### src/rtl/ckc_pkg.sv
// ----------------------------------------------------------------------------
// ckc_pkg: shared types and constants of the C keyword counter
// Keyword table, report id coding and the structs passed between modules.
// ----------------------------------------------------------------------------
package ckc_pkg;

	// keyword set and report ids
	localparam int NUM_KW     = 32;
	localparam int NUM_IDS    = 33;
	localparam int ID_W       = 6;
	localparam int KW_IDX_W   = 5;
	localparam int KW_TEXT_W  = 64;
	localparam int KW_LEN_W   = 4;
	localparam int OCC_W      = 32;
	localparam int OUT_DATA_W = 40;

	// report id of the total counter, sorted between switch and typedef
	localparam logic [ID_W-1:0] TOTAL_ID = 6'd26;
	// one past the last report id
	localparam logic [ID_W-1:0] ID_END   = 6'd33;

	// keyword text, right-justified, first letter in the highest used byte
	localparam logic [KW_TEXT_W-1:0] KW_TEXT [NUM_KW] = '{
		64'("auto"),     64'("break"),    64'("case"),     64'("char"),
		64'("const"),    64'("continue"), 64'("default"),  64'("do"),
		64'("double"),   64'("else"),     64'("enum"),     64'("extern"),
		64'("float"),    64'("for"),      64'("goto"),     64'("if"),
		64'("int"),      64'("long"),     64'("register"), 64'("return"),
		64'("short"),    64'("signed"),   64'("sizeof"),   64'("static"),
		64'("struct"),   64'("switch"),   64'("typedef"),  64'("union"),
		64'("unsigned"), 64'("void"),     64'("volatile"), 64'("while")
	};

	localparam logic [KW_LEN_W-1:0] KW_LEN [NUM_KW] = '{
		4'd4, 4'd5, 4'd4, 4'd4, 4'd5, 4'd8, 4'd7, 4'd2,
		4'd6, 4'd4, 4'd4, 4'd6, 4'd5, 4'd3, 4'd4, 4'd2,
		4'd3, 4'd4, 4'd8, 4'd6, 4'd5, 4'd6, 4'd6, 4'd6,
		4'd6, 4'd6, 4'd7, 4'd5, 4'd8, 4'd4, 4'd8, 4'd5
	};

	// matched keyword leaving the word matcher
	typedef struct packed {
		logic                valid;
		logic [KW_IDX_W-1:0] idx;
	} kw_hit_t;

	// counter read issued by the report sequencer
	typedef struct packed {
		logic            valid;
		logic [ID_W-1:0] id;
	} scan_req_t;

	// report id to keyword memory index (total has no memory entry)
	function automatic logic [KW_IDX_W-1:0] id_to_idx(input logic [ID_W-1:0] id);
		logic [ID_W-1:0] adj;
		adj = (id < TOTAL_ID) ? id : id - 6'd1;
		return adj[KW_IDX_W-1:0];
	endfunction

endpackage

### src/rtl/c_keyword_counter.sv
// ----------------------------------------------------------------------------
// c_keyword_counter: C89 keyword frequency counter
// Counts keywords in a stream of C source bytes and reports the counts.
// ----------------------------------------------------------------------------
// Input channel s_*: s_tdata carries one text byte, s_tuser is the end of
// stream flag. A data byte is taken every cycle while the block is idle.
// The keyword hit of a word is registered at the transfer that ends it; the
// counter memory is read in the next cycle and written back the cycle after.
// On an end of stream transfer the block stops taking input, waits until no
// counter update is pending, then walks the 33 report ids in order, skipping
// ids whose count is zero; each reported count is read from memory and then
// loaded into the output register. The walk stops after the last reported
// id; a stall on m_tready holds the output register and pauses the walk.
// The last report item carries m_tlast; after it is loaded all counters
// read zero and input resumes.
// An empty report sends nothing. Reset clears all counters at once through
// per-entry valid bits; no clearing pass is needed.
// ----------------------------------------------------------------------------
module c_keyword_counter #(
	parameter int COUNT_WIDTH  = 32,
	parameter int MAX_WORD_LEN = 8
) (
	input  logic                              clk,
	input  logic                              arst_n,
	input  logic                              s_tvalid,
	output logic                              s_tready,
	input  logic [7:0]                        s_tdata,   // text_byte
	input  logic                              s_tuser,   // op
	output logic                              m_tvalid,
	input  logic                              m_tready,
	output logic [ckc_pkg::OUT_DATA_W-1:0]    m_tdata,   // keyword_id, occurrences
	output logic                              m_tlast    // last
);
	import ckc_pkg::*;

	typedef enum logic [3:0] {
		ST_IDLE  = 4'b0001,
		ST_DRAIN = 4'b0010,
		ST_SCAN  = 4'b0100,
		ST_WAIT  = 4'b1000
	} state_t;

	state_t                 state_q;
	logic [ID_W-1:0]        id_q;
	logic                   last_q;
	logic                   m_tvalid_q;
	logic [OUT_DATA_W-1:0]  m_tdata_q;
	logic                   m_tlast_q;

	logic                   in_xfer;
	logic                   byte_valid;
	logic                   eos;
	kw_hit_t                hit;
	scan_req_t              scan;
	logic                   clear;
	logic [COUNT_WIDTH-1:0] scan_data;
	logic [NUM_IDS-1:0]     nz;
	logic                   busy;
	logic                   out_free;
	logic                   id_nz;
	logic [NUM_IDS-1:0]     nz_above;
	logic [COUNT_WIDTH+OCC_W-1:0] cnt_ext;
	logic [OCC_W-1:0]       occ;

	// input transfer decode
	assign s_tready   = (state_q == ST_IDLE);
	assign in_xfer    = s_tvalid && s_tready;
	assign byte_valid = in_xfer && !s_tuser;
	assign eos        = in_xfer && s_tuser;

	// scan step
	assign out_free = !m_tvalid_q || m_tready;
	assign id_nz    = (id_q != ID_END) ? nz[id_q] : 1'b0;
	assign nz_above = nz >> (id_q + 6'd1);
	assign scan.valid = (state_q == ST_SCAN) && id_nz && out_free;
	assign scan.id    = id_q;
	assign clear = ((state_q == ST_SCAN) && (id_q == ID_END)) ||
	               ((state_q == ST_WAIT) && last_q);

	// count clipped to the reported width
	assign cnt_ext = {OCC_W'(0), scan_data};
	assign occ     = (|cnt_ext[COUNT_WIDTH+OCC_W-1:OCC_W]) ? '1 : cnt_ext[OCC_W-1:0];

	ckc_word_match #(
		.MAX_WORD_LEN(MAX_WORD_LEN)
	) u_word (
		.clk       (clk),
		.arst_n    (arst_n),
		.byte_valid(byte_valid),
		.eos       (eos),
		.text_byte (s_tdata),
		.hit       (hit)
	);

	ckc_count_store #(
		.COUNT_WIDTH(COUNT_WIDTH)
	) u_store (
		.clk      (clk),
		.arst_n   (arst_n),
		.hit      (hit),
		.scan     (scan),
		.clear    (clear),
		.scan_data(scan_data),
		.nz       (nz),
		.busy     (busy)
	);

	// report sequencer
	always_ff @(posedge clk or negedge arst_n) begin
		if (!arst_n) begin
			state_q <= ST_IDLE;
			id_q    <= '0;
			last_q  <= 1'b0;
		end else begin
			unique case (state_q)
				ST_IDLE: begin
					if (eos) begin
						state_q <= ST_DRAIN;
					end
				end
				ST_DRAIN: begin
					if (!busy) begin
						id_q    <= '0;
						state_q <= ST_SCAN;
					end
				end
				ST_SCAN: begin
					if (id_q == ID_END) begin
						state_q <= ST_IDLE;
					end else if (!id_nz) begin
						id_q <= id_q + 6'd1;
					end else if (out_free) begin
						last_q  <= ~|nz_above;
						state_q <= ST_WAIT;
					end
				end
				ST_WAIT: begin
					if (last_q) begin
						state_q <= ST_IDLE;
					end else begin
						id_q    <= id_q + 6'd1;
						state_q <= ST_SCAN;
					end
				end
				default: begin
					state_q <= ST_IDLE;
				end
			endcase
		end
	end

	// output register valid
	always_ff @(posedge clk or negedge arst_n) begin
		if (!arst_n) begin
			m_tvalid_q <= 1'b0;
		end else if (state_q == ST_WAIT) begin
			m_tvalid_q <= 1'b1;
		end else if (m_tready) begin
			m_tvalid_q <= 1'b0;
		end
	end

	// output register payload
	always_ff @(posedge clk) begin
		if (state_q == ST_WAIT) begin
			m_tdata_q <= {(OUT_DATA_W-OCC_W-ID_W)'(0), occ, id_q};
			m_tlast_q <= last_q;
		end
	end

	assign m_tvalid = m_tvalid_q;
	assign m_tdata  = m_tdata_q;
	assign m_tlast  = m_tlast_q;

`ifndef NO_ASSERTIONS
	// the output register is free whenever a count is loaded
	a_load_free: assert property (@(posedge clk) disable iff (!arst_n)
		state_q == ST_WAIT |-> !m_tvalid_q)
		else $error("output register overwritten");

	// counts are only read once the increment path has drained
	a_scan_drained: assert property (@(posedge clk) disable iff (!arst_n)
		state_q == ST_SCAN |-> !busy)
		else $error("report scan with increment in flight");

	// a loaded report item belongs to a nonzero counter
	a_load_nz: assert property (@(posedge clk) disable iff (!arst_n)
		state_q == ST_WAIT |-> $past(state_q) == ST_SCAN && $past(id_nz))
		else $error("report item without a preceding counter read");
`endif

endmodule

### src/rtl/ckc_word_match.sv
// ----------------------------------------------------------------------------
// ckc_word_match: word assembly and keyword compare
// Collects runs of letters and, when a word ends, registers the keyword hit.
// ----------------------------------------------------------------------------
module ckc_word_match #(
	parameter int MAX_WORD_LEN = 8
) (
	input  logic             clk,
	input  logic             arst_n,
	input  logic             byte_valid,
	input  logic             eos,
	input  logic [7:0]       text_byte,
	output ckc_pkg::kw_hit_t hit
);
	import ckc_pkg::*;

	localparam int WORD_W = MAX_WORD_LEN * 8;
	localparam int LEN_W  = $clog2(MAX_WORD_LEN + 1);
	localparam logic [LEN_W-1:0] LEN_MAX = LEN_W'(MAX_WORD_LEN);

	logic [WORD_W-1:0]   word_q;
	logic [LEN_W-1:0]    len_q;
	logic                too_long_q;
	logic                letter;
	logic                in_word;
	logic                word_end;
	logic                match_any;
	logic [KW_IDX_W-1:0] match_idx;

	// byte classification
	assign letter   = (text_byte >= 8'h41 && text_byte <= 8'h5a) ||
	                  (text_byte >= 8'h61 && text_byte <= 8'h7a);
	assign in_word  = (len_q != '0);
	assign word_end = (byte_valid && !letter) || eos;

	// compare the last letters with every keyword, at most one matches
	always_comb begin
		match_any = 1'b0;
		match_idx = '0;
		for (int k = 0; k < NUM_KW; k++) begin
			if (word_q[KW_TEXT_W-1:0] == KW_TEXT[k] && len_q == LEN_W'(KW_LEN[k])) begin
				match_any = 1'b1;
				match_idx = match_idx | KW_IDX_W'(k);
			end
		end
	end

	// letter buffer, zero-filled at word start so short words compare directly
	always_ff @(posedge clk) begin
		if (byte_valid && letter && len_q != LEN_MAX) begin
			if (in_word) begin
				word_q <= {word_q[WORD_W-9:0], text_byte};
			end else begin
				word_q <= {(WORD_W-8)'(0), text_byte};
			end
		end
	end

	// word length, overflow flag and registered hit
	always_ff @(posedge clk or negedge arst_n) begin
		if (!arst_n) begin
			len_q      <= '0;
			too_long_q <= 1'b0;
			hit        <= '0;
		end else begin
			hit.valid <= word_end && in_word && !too_long_q && match_any;
			hit.idx   <= match_idx;
			if (word_end) begin
				len_q      <= '0;
				too_long_q <= 1'b0;
			end else if (byte_valid && letter) begin
				if (len_q != LEN_MAX) begin
					len_q <= len_q + LEN_W'(1);
				end else begin
					too_long_q <= 1'b1;
				end
			end
		end
	end

endmodule

### src/rtl/ckc_count_store.sv
// ----------------------------------------------------------------------------
// ckc_count_store: keyword counter memory and total counter
// Read-modify-write of saturating counters, read port for the report scan.
// ----------------------------------------------------------------------------
module ckc_count_store #(
	parameter int COUNT_WIDTH = 32
) (
	input  logic                       clk,
	input  logic                       arst_n,
	input  ckc_pkg::kw_hit_t           hit,
	input  ckc_pkg::scan_req_t         scan,
	input  logic                       clear,
	output logic [COUNT_WIDTH-1:0]     scan_data,
	output logic [ckc_pkg::NUM_IDS-1:0] nz,
	output logic                       busy
);
	import ckc_pkg::*;

	logic [COUNT_WIDTH-1:0] mem [NUM_KW];
	logic [NUM_KW-1:0]      valid_q;
	logic [COUNT_WIDTH-1:0] total_q;

	logic [KW_IDX_W-1:0]    rd_addr;
	logic                   hit_s2;
	logic [KW_IDX_W-1:0]    idx_s2;
	logic [COUNT_WIDTH-1:0] rd_s2;
	logic                   vld_s2;
	logic                   fwd_s2;
	logic [COUNT_WIDTH-1:0] fwd_data_s2;
	logic                   total_sel_s2;
	logic [COUNT_WIDTH-1:0] cur_cnt;
	logic [COUNT_WIDTH-1:0] next_cnt;

	// one read port, shared by the increment path and the report scan
	assign rd_addr = scan.valid ? id_to_idx(scan.id) : hit.idx;

	// current value: forwarded write, memory data, or zero for a fresh entry
	assign cur_cnt  = fwd_s2 ? fwd_data_s2 : (vld_s2 ? rd_s2 : '0);
	assign next_cnt = (&cur_cnt) ? cur_cnt : cur_cnt + COUNT_WIDTH'(1);

	assign scan_data = total_sel_s2 ? total_q : cur_cnt;
	assign busy      = hit.valid || hit_s2;
	assign nz        = {valid_q[NUM_KW-1:26], |total_q, valid_q[25:0]};

	// counter memory, synchronous read
	always_ff @(posedge clk) begin
		if (hit_s2) begin
			mem[idx_s2] <= next_cnt;
		end
		rd_s2 <= mem[rd_addr];
	end

	// payload of the second stage
	always_ff @(posedge clk) begin
		idx_s2      <= rd_addr;
		fwd_data_s2 <= next_cnt;
	end

	// control of the second stage, entry valid bits and total
	always_ff @(posedge clk or negedge arst_n) begin
		if (!arst_n) begin
			hit_s2       <= 1'b0;
			vld_s2       <= 1'b0;
			fwd_s2       <= 1'b0;
			total_sel_s2 <= 1'b0;
			valid_q      <= '0;
			total_q      <= '0;
		end else begin
			hit_s2       <= hit.valid;
			vld_s2       <= valid_q[rd_addr];
			fwd_s2       <= hit_s2 && (idx_s2 == rd_addr);
			total_sel_s2 <= scan.valid && (scan.id == TOTAL_ID);
			if (clear) begin
				valid_q <= '0;
				total_q <= '0;
			end else if (hit_s2) begin
				valid_q[idx_s2] <= 1'b1;
				if (!(&total_q)) begin
					total_q <= total_q + COUNT_WIDTH'(1);
				end
			end
		end
	end

`ifndef NO_ASSERTIONS
	// the scan never overlaps an increment in flight
	a_scan_excl: assert property (@(posedge clk) disable iff (!arst_n)
		scan.valid |-> !hit.valid && !hit_s2)
		else $error("scan read while an increment is in flight");

	// clearing only happens once the increment path is empty
	a_clear_idle: assert property (@(posedge clk) disable iff (!arst_n)
		clear |-> !hit_s2)
		else $error("counter clear during a write");

	// a written entry reads back nonzero on the next cycle
	a_wr_nz: assert property (@(posedge clk) disable iff (!arst_n)
		hit_s2 && !clear |=> valid_q[$past(idx_s2)] && (total_q != '0))
		else $error("written counter not marked nonzero");
`endif

endmodule

### config.mk
export PLATFORM = sky130hd
export DESIGN_NAME = c_keyword_counter
export DESIGN_NICKNAME = d
export VERILOG_FILES = /design/src/rtl/ckc_pkg.sv /design/src/rtl/c_keyword_counter.sv /design/src/rtl/ckc_word_match.sv /design/src/rtl/ckc_count_store.sv
export SDC_FILE = /design/constraint.sdc
export NUM_CORES = 2
export LEC_CHECK = 0
export ABC_AREA = 1
export BUFFER_PORTS_ARGS = -buffer_cell sky130_fd_sc_hd__buf_2
export CAP_MARGIN = 20
export CORE_UTILIZATION = 25
export CTS_CLUSTER_SIZE = 30
export DETAILED_ROUTE_END_ITERATION = 7
export GPL_TIMING_DRIVEN = 0
export PLACE_DENSITY_LB_ADDON = 0.05
export SLEW_MARGIN = 20
export SYNTH_ARGS = -nofsm -noshare
export SYNTH_HDL_FRONTEND = slang
export SYNTH_SLANG_ARGS = --single-unit
export TNS_END_PERCENT = 50
### constraint.sdc
create_clock -name clk -period 7.21 [get_ports clk]
set_input_delay 0.3605 -clock clk [delete_from_list [all_inputs] [get_ports clk]]
set_output_delay 0.3605 -clock clk [all_outputs]
set_load 0.01 [all_outputs]
-- Word-level counts from Yosys, hierarchy flattened
Memories as Yosys holds them, arrays and structs flattened. A register that Yosys moved wholly into a read port is not among the register bits.
Cells that the tools add are included.
- memory bits (writable): 1024
- word-level logic and storage cells: 310
- output and inout bits: 43
- register bits after elaboration: 231
- input port bits: 13
- memories: 1
- shifts and indexed selects: 1
- muxes and demuxes: 139
- reductions and logical operators: 76
- add/sub/neg operators: 5
- bitwise gates (word level): 1
- magnitude comparators: 9
- equality and inequality tests: 59
- memory list (name ; words ; bits a word ; read ports ; clocked after memory_dff ; wr ports ; RTL line ; text):
    u_store.mem ; 32 ; 32 ; 1 ; 1 ; 1 ; ckc_count_store.sv:19 ; logic [COUNT_WIDTH-1:0] mem [NUM_KW];
- operators by type and width (kind ; count):
    64-bit by 31-bit == test with 1-bit output (second input constant) ; 8
    64-bit by 47-bit == test with 1-bit output (second input constant) ; 8
    32-bit 2-to-1 mux ; 13
    64-bit by 39-bit == test with 1-bit output (second input constant) ; 6
    64-bit by 63-bit == test with 1-bit output (second input constant) ; 4
    64-bit by 15-bit == test with 1-bit output (second input constant) ; 2
    64-bit by 23-bit == test with 1-bit output (second input constant) ; 2
    64-bit by 55-bit == test with 1-bit output (second input constant) ; 2
    64-bit 2-to-1 mux ; 2
    4-bit 2-to-1 mux ; 28
    5-bit 2-to-1 mux ; 18
    32-bit by 1-bit adder with 32-bit output (second input constant) ; 2
    32-bit AND reduction ; 2
    1-bit 2-to-1 mux ; 57
    6-bit 2-to-1 mux ; 9
    1-bit logical AND ; 50
    33-bit OR reduction ; 1
    33-bit by 6-bit >> shifter with 33-bit output ; 1
    32-bit OR ; 1
    32-bit OR reduction ; 1
    4-bit by 3-bit == test with 1-bit output (second input constant) ; 5
    6-bit case mux with 3 select lines ; 1
    8-bit by 7-bit greater-or-equal comparator with 1-bit output (second input constant) ; 2
    8-bit by 7-bit <= comparator with 1-bit output (second input constant) ; 2
    32 further kinds ; 63

-- Logic depth before layout (Yosys ltp)
- depth after elaboration: 35
- gate-level depth with buffers: 28
- depth with buffers taken out: 25

-- By module
A second synthesis with hierarchy kept.
- cell total of the unflattened synthesis: 6746
- area, all modules: 61098.6 µm²
- by module, submodules not included (module ; cells each ; instances ; area each (µm²)):
    ckc_count_store ; 5464 ; 1 ; 52444.0
    ckc_word_match ; 779 ; 1 ; 5153.7
    c_keyword_counter ; 503 ; 1 ; 3500.9

-- Least setup slack after synthesis
No wires, ideal clock.
- kind: register to register
- from: register u_word.len_q[0]
- to: register u_word.word_q[0] (enable)
- cell stages (with the launch flop): 8
- data required time: 6640 ps
- arrival time: 5506 ps
- period minus slack after synthesis: 6076 ps
- path slack: 1134 ps
- buffers on the path: 0
- cells stage by stage: dfrtp_1 -> inv_1 -> ha_1 -> inv_1 -> nor3_1 -> nor2_1 -> inv_1 -> nor3_1
- longest elaborated chain between the ends: 2
- RTL lines (item ; RTL line ; text):
    start, declared ; ckc_word_match.sv:22 ; logic [LEN_W-1:0] len_q;
    start signal, assigned ; ckc_word_match.sv:73 ; len_q <= len_q + LEN_W'(1);
    4-bit inequality test ; ckc_word_match.sv:50 ; if (byte_valid && letter && len_q != LEN_MAX) begin
    1-bit logical AND ; ckc_word_match.sv:50 ;
    end signal, assigned ; ckc_word_match.sv:52 ; word_q <= {word_q[WORD_W-9:0], text_byte};
    end signal, assigned ; ckc_word_match.sv:54 ; word_q <= {(WORD_W-8)'(0), text_byte};
    end, declared ; ckc_word_match.sv:21 ; logic [WORD_W-1:0] word_q;
No other way between the ends.
A chain may end at the register's enable or synchronous reset.

-- Final worst setup path
- from: register u_store.total_q[0]
- to: register u_store.rd_s2[0], read port of u_store.mem
- longest elaborated chain between the ends: 7
- RTL lines (item ; RTL line ; text):
    start, declared ; ckc_count_store.sv:21 ; logic [COUNT_WIDTH-1:0] total_q;
    start signal, assigned ; ckc_count_store.sv:79 ; total_q <= total_q + COUNT_WIDTH'(1);
    32-bit OR reduction ; ckc_count_store.sv:43 ; assign nz = {valid_q[NUM_KW-1:26], |total_q, valid_q[25:0]};
    1-bit binary-select mux with 6-bit select ; c_keyword_counter.sv:73 ; assign id_nz = (id_q != ID_END) ? nz[id_q] : 1'b0;
    1-bit 2-to-1 mux (not written as such) ; c_keyword_counter.sv:73 ;
    1-bit 2-to-1 mux ; c_keyword_counter.sv:73 ;
    1-bit logical AND (2 in a row) ; c_keyword_counter.sv:75 ; assign scan.valid = (state_q == ST_SCAN) && id_nz && out_free;
    5-bit 2-to-1 mux ; ckc_count_store.sv:35 ; assign rd_addr = scan.valid ? id_to_idx(scan.id) : hit.idx;
    end, declared ; ckc_count_store.sv:26 ; logic [COUNT_WIDTH-1:0] rd_s2;
No other way between the ends. The select of a mux whose other input is x is not followed.

==> impl_metrics.csv <==
group,metric,value,unit
status,outcome,"complete, no violations",
logic_synthesis,synth_cell_types,52,
clock_tree,cts.sinks,1287,
setup_path,cpMostUsedCell,"nand2_1",
clock_tree,h-tree-depth,4,
power,powerDensity,228,mW/mm^2
sta,finalSetupViolCount,0,
global_route,antenna_found_initial,12,
global_route,grt_max_degree,66,
min_path,min_from,"s_tvalid",
die,dieHeight,488,um
sta,fin_skew,0.0345,ns
drt,wl_met1,107000,um
die,rows,178,
drt,drcViolationCount,0,
sta,hold_viol,0,
setup_path,r2r_slack,1.61,ns
drt,vias_per_cell,4.42,
power,p_leak,30.3,nW
logic_synthesis,async_flop_share,0.0707,
drt,drtIter0Drc,3022,
sta,fin_crit,5.60,ns
logic_synthesis,synth_cells,6140,
setup_path,end_kind,"flop",
drt,ant_nets,0,
min_path,min_path_cells,7,
drt,top_layer_used,"met4",
global_route,grt_usage,0.200,
min_path,hold_path_class,"in -> reg",
finish,area_delta_synth_final,21.4,%
clock_tree,post_cts_buffers,0,
drt,wl_met2,112000,um
logic_synthesis,postSynthAreaPerCell,9.63,sq um
finish,finish.instance_area,0.0718,sq mm
setup_path,start_kind,"flop",
die,core_area,0.235,sq mm
run,cap_violations,0,
sta,rsz0062_at_grt,"false",
logic_synthesis,ys_warn_count,0,
setup_path,ff2ff_path_depth,28,
sta,hold_slack,0.102,ns
global_route,grt-ovfl-total,0,
drt,wl_per_cell,24.2,um
clock_tree,clk_pin_slew_worst_paths,0.06,ns
clock_tree,clock_path_buffers,3,
logic_synthesis,synth_seq_cells,1287,
placement,gp_congestion,0.883,
power,irDropWorstVdd,187,uV
setup_path,worstSetupPathType,"reg -> reg",
placement,dpl-instance-area,0.0665,sq mm
clock_tree,tritoncts,"built",
die,die-area,0.238,sq mm
setup_path,crit_path_top_delay_cell,"buf_2",
drt,finalWirelength,237000,um
placement,io_buffers,53,
clock_tree,insertion_delay,0.82,ns
drt,dr.pass1.iters,7,
placement,dp_hpwl,181000,um
finish,drive_above_1_share,0.0996,
sta,drv_slew,0,
drt,met3_length,11700,um
setup_path,reg2reg_from,"u_store.total_q[0]$_DFFE_PN0P_",
finish,seq_area,0.0375,sq mm
finish,final_nets,6527,
min_path,holdPathEnd,"u_word.too_long_q$_DFFE_PN0P_",
setup_path,r2r_end,"u_store.rd_s2[0]$_DFF_P_",
setup_path,path_max_fanout,10,
logic_synthesis,synthFlopType,"edfxtp_1",
finish,multi_input_area,0.0163,sq mm
sta,fmax,179,MHz
finish,finalCoreUtilization,0.305,
die,start_util,0.251,
clock_tree,cts_resized,0,
global_route,grt_pass1_vias,42800,
die,num_io_pins,56,
sta,relSlewSlack,0.260,
setup_path,max_stage_delay,0.65,ns
die,die_x,488,um
drt,vias,43300,
global_route,grt_pass1_wl,333000,um
clock_tree,cts_buffers,163,
logic_synthesis,synth-edff-count,1127,
logic_synthesis,netlist_area,0.0591,sq mm
sta,worst_pin_slew,1.11,ns
setup_path,cp.arrival,6.24,ns
logic_synthesis,seq_area_frac_synth,0.634,
setup_path,required,7.85,ns
finish,fill_cells,24700,
sta,finalCritPeriodShare,0.777,
clock_tree,cts-root-buf,"clkbuf_16",
==> per-layer routing <==
metal  global-route usage  vias up
met1                0.268    21300
met5                    0        -
met4               0.0539        0
met3               0.0337      234
li1                     -    20900
met2                0.330      904
==> kinds of logic after synthesis <==
group,synth area share
AND/OR/NAND/NOR,0.234
XOR/XNOR,0.00563
buffers and inverters,0.101
adder cells (fa/ha/maj),0.00212
other,0.0000634
AO/OA/AOI/OAI,0.0226
flip-flops,0.634
==> state kept, by name (all words and copies together) (netlist names), 4 cells and up <==
| signal | cells |
|---|---|
| id_q | 6 |
| m_tdata | 38 |
| state_q | 4 |
| u_store.fwd_data_s2 | 32 |
| u_store.idx_s2 | 5 |
| u_store.mem | 1024 |
| u_store.rd_s2 | 32 |
| u_store.total_q | 32 |
| u_store.valid_q | 32 |
| u_word.hit | 6 |
| u_word.len_q | 4 |
| u_word.word_q | 64 |
==> cell usage after synthesis, types with 2 or more instances <==
master        n  area share
o21ai_1       3     0.00025
o22ai_1       3     0.00032
edfxtp_1   1127        0.57
a21oi_1      46      0.0039
a211oi_1      2     0.00025
nand3_1    1153       0.098
clkbuf_1    114      0.0072
nor2_1      348       0.022
a22oi_1      11      0.0014
nor3b_1       7     0.00089
nand2_2       3     0.00032
o31ai_1       2     0.00025
o211ai_1      4     0.00051
o21a_1        7     0.00089
o21ai_0     103      0.0087
nor3_1       81      0.0069
xnor2_1      13      0.0019
a31oi_1       6     0.00064
nor4_1       37      0.0039
or2_2         5     0.00053
buf_2       129       0.011
inv_1      1201       0.076
inv_2         4     0.00025
nand4_1      65      0.0069
buf_6        14      0.0027
a22o_1       23      0.0034
ha_1         10      0.0021
o2111ai_1     2     0.00030
nor4b_1       3     0.00044
o21ai_2       3     0.00044
nor3_2        2     0.00034
buf_1        17      0.0011
dfxtp_1      69       0.023
xor2_1       25      0.0037
dfrtp_1      90       0.038
nand3b_1    102       0.013
buf_4        20      0.0025
nand2_1    1272       0.081
==> stage by stage <==
step	std cells	worst slack (ns)	setup TNS [ns]	power, W
3_3_place_gp	9344	-1.82	-673.43	0.00852
2_1_floorplan	6141	1.13	0	0.00840
4_1_cts	9788	1.40	0	0.0166
6_report	9797	1.61	0	0.0164
3_5_place_dp	9474	1.42	0	0.00852
5_1_grt	9790	1.19	0	0.0169
==> worst max path at each step <==
stage | start | to | cells past startpoint
after floorplan | u_word.len_q[0]$_DFFE_PN0P_ | u_word.word_q[0]$_DFFE_PP_ | 7
after global placement | u_word.len_q[0]$_DFFE_PN0P_ | u_word.word_q[60]$_SDFFCE_PP0P_ | 7
after detailed placement | u_store.total_q[0]$_DFFE_PN0P_ | u_store.rd_s2[11]$_DFF_P_ | 28
after CTS | u_store.total_q[0]$_DFFE_PN0P_ | u_store.rd_s2[11]$_DFF_P_ | 28
after global routing | u_store.total_q[0]$_DFFE_PN0P_ | u_store.rd_s2[11]$_DFF_P_ | 28
final | u_store.total_q[0]$_DFFE_PN0P_ | u_store.rd_s2[0]$_DFF_P_ | 28
==> timing repair <==
item / CTS / global route
hold buffers: 14 / 0
endpoints found under the hold margin: 112 / 0
endpoints found under the setup margin: 0 / 0
==> critical path: cells and delay by family, from the launching register on <==
| kind | cells | cell delay, ns |
|---|---|---|
| buffers and inverters | 5 | 1.48 |
| AND/OR/NAND/NOR | 22 | 3.33 |
| flip-flops | 1 | 0.40 |
| adder cells (fa/ha/maj) | 1 | 0.15 |
==> final cells by class <==
cell class | count | share of cell area
buffer | 294 | 0.0202
antenna | 8 | 0.000279
timing repair buffer | 198 | 0.0404
clock inverter | 76 | 0.00758
clock buffer | 224 | 0.0641
sequential | 1287 | 0.522
multi-input combinational | 3354 | 0.227
tap | 3150 | 0.0549
inverter | 1206 | 0.0631
==> cells in the final DEF, fill, tap and decap left out, drive strengths merged, types with 46 or more instances in the layout <==
cell | netlist | layout
nand2 | 1275 | 1275
nand3b | 102 | 102
nand3 | 1153 | 1153
a21oi | 46 | 46
nand4 | 65 | 65
o21ai | 110 | 110
nor3 | 83 | 83
dfrtp | 90 | 90
inv | 1205 | 1210
clkinv | 1 | 65
nor2 | 349 | 349
edfxtp | 1127 | 1127
buf | 180 | 365
dfxtp | 69 | 69
clkbuf | 114 | 338
==> report_power, final <==
group	internal [W]	switching (W)
sequential	0.00804	0.0000179
clock	0.00463	0.00338
combinational	0.0000907	0.000218
total	0.0128	0.00362
(Power assumes the default switching activity.)
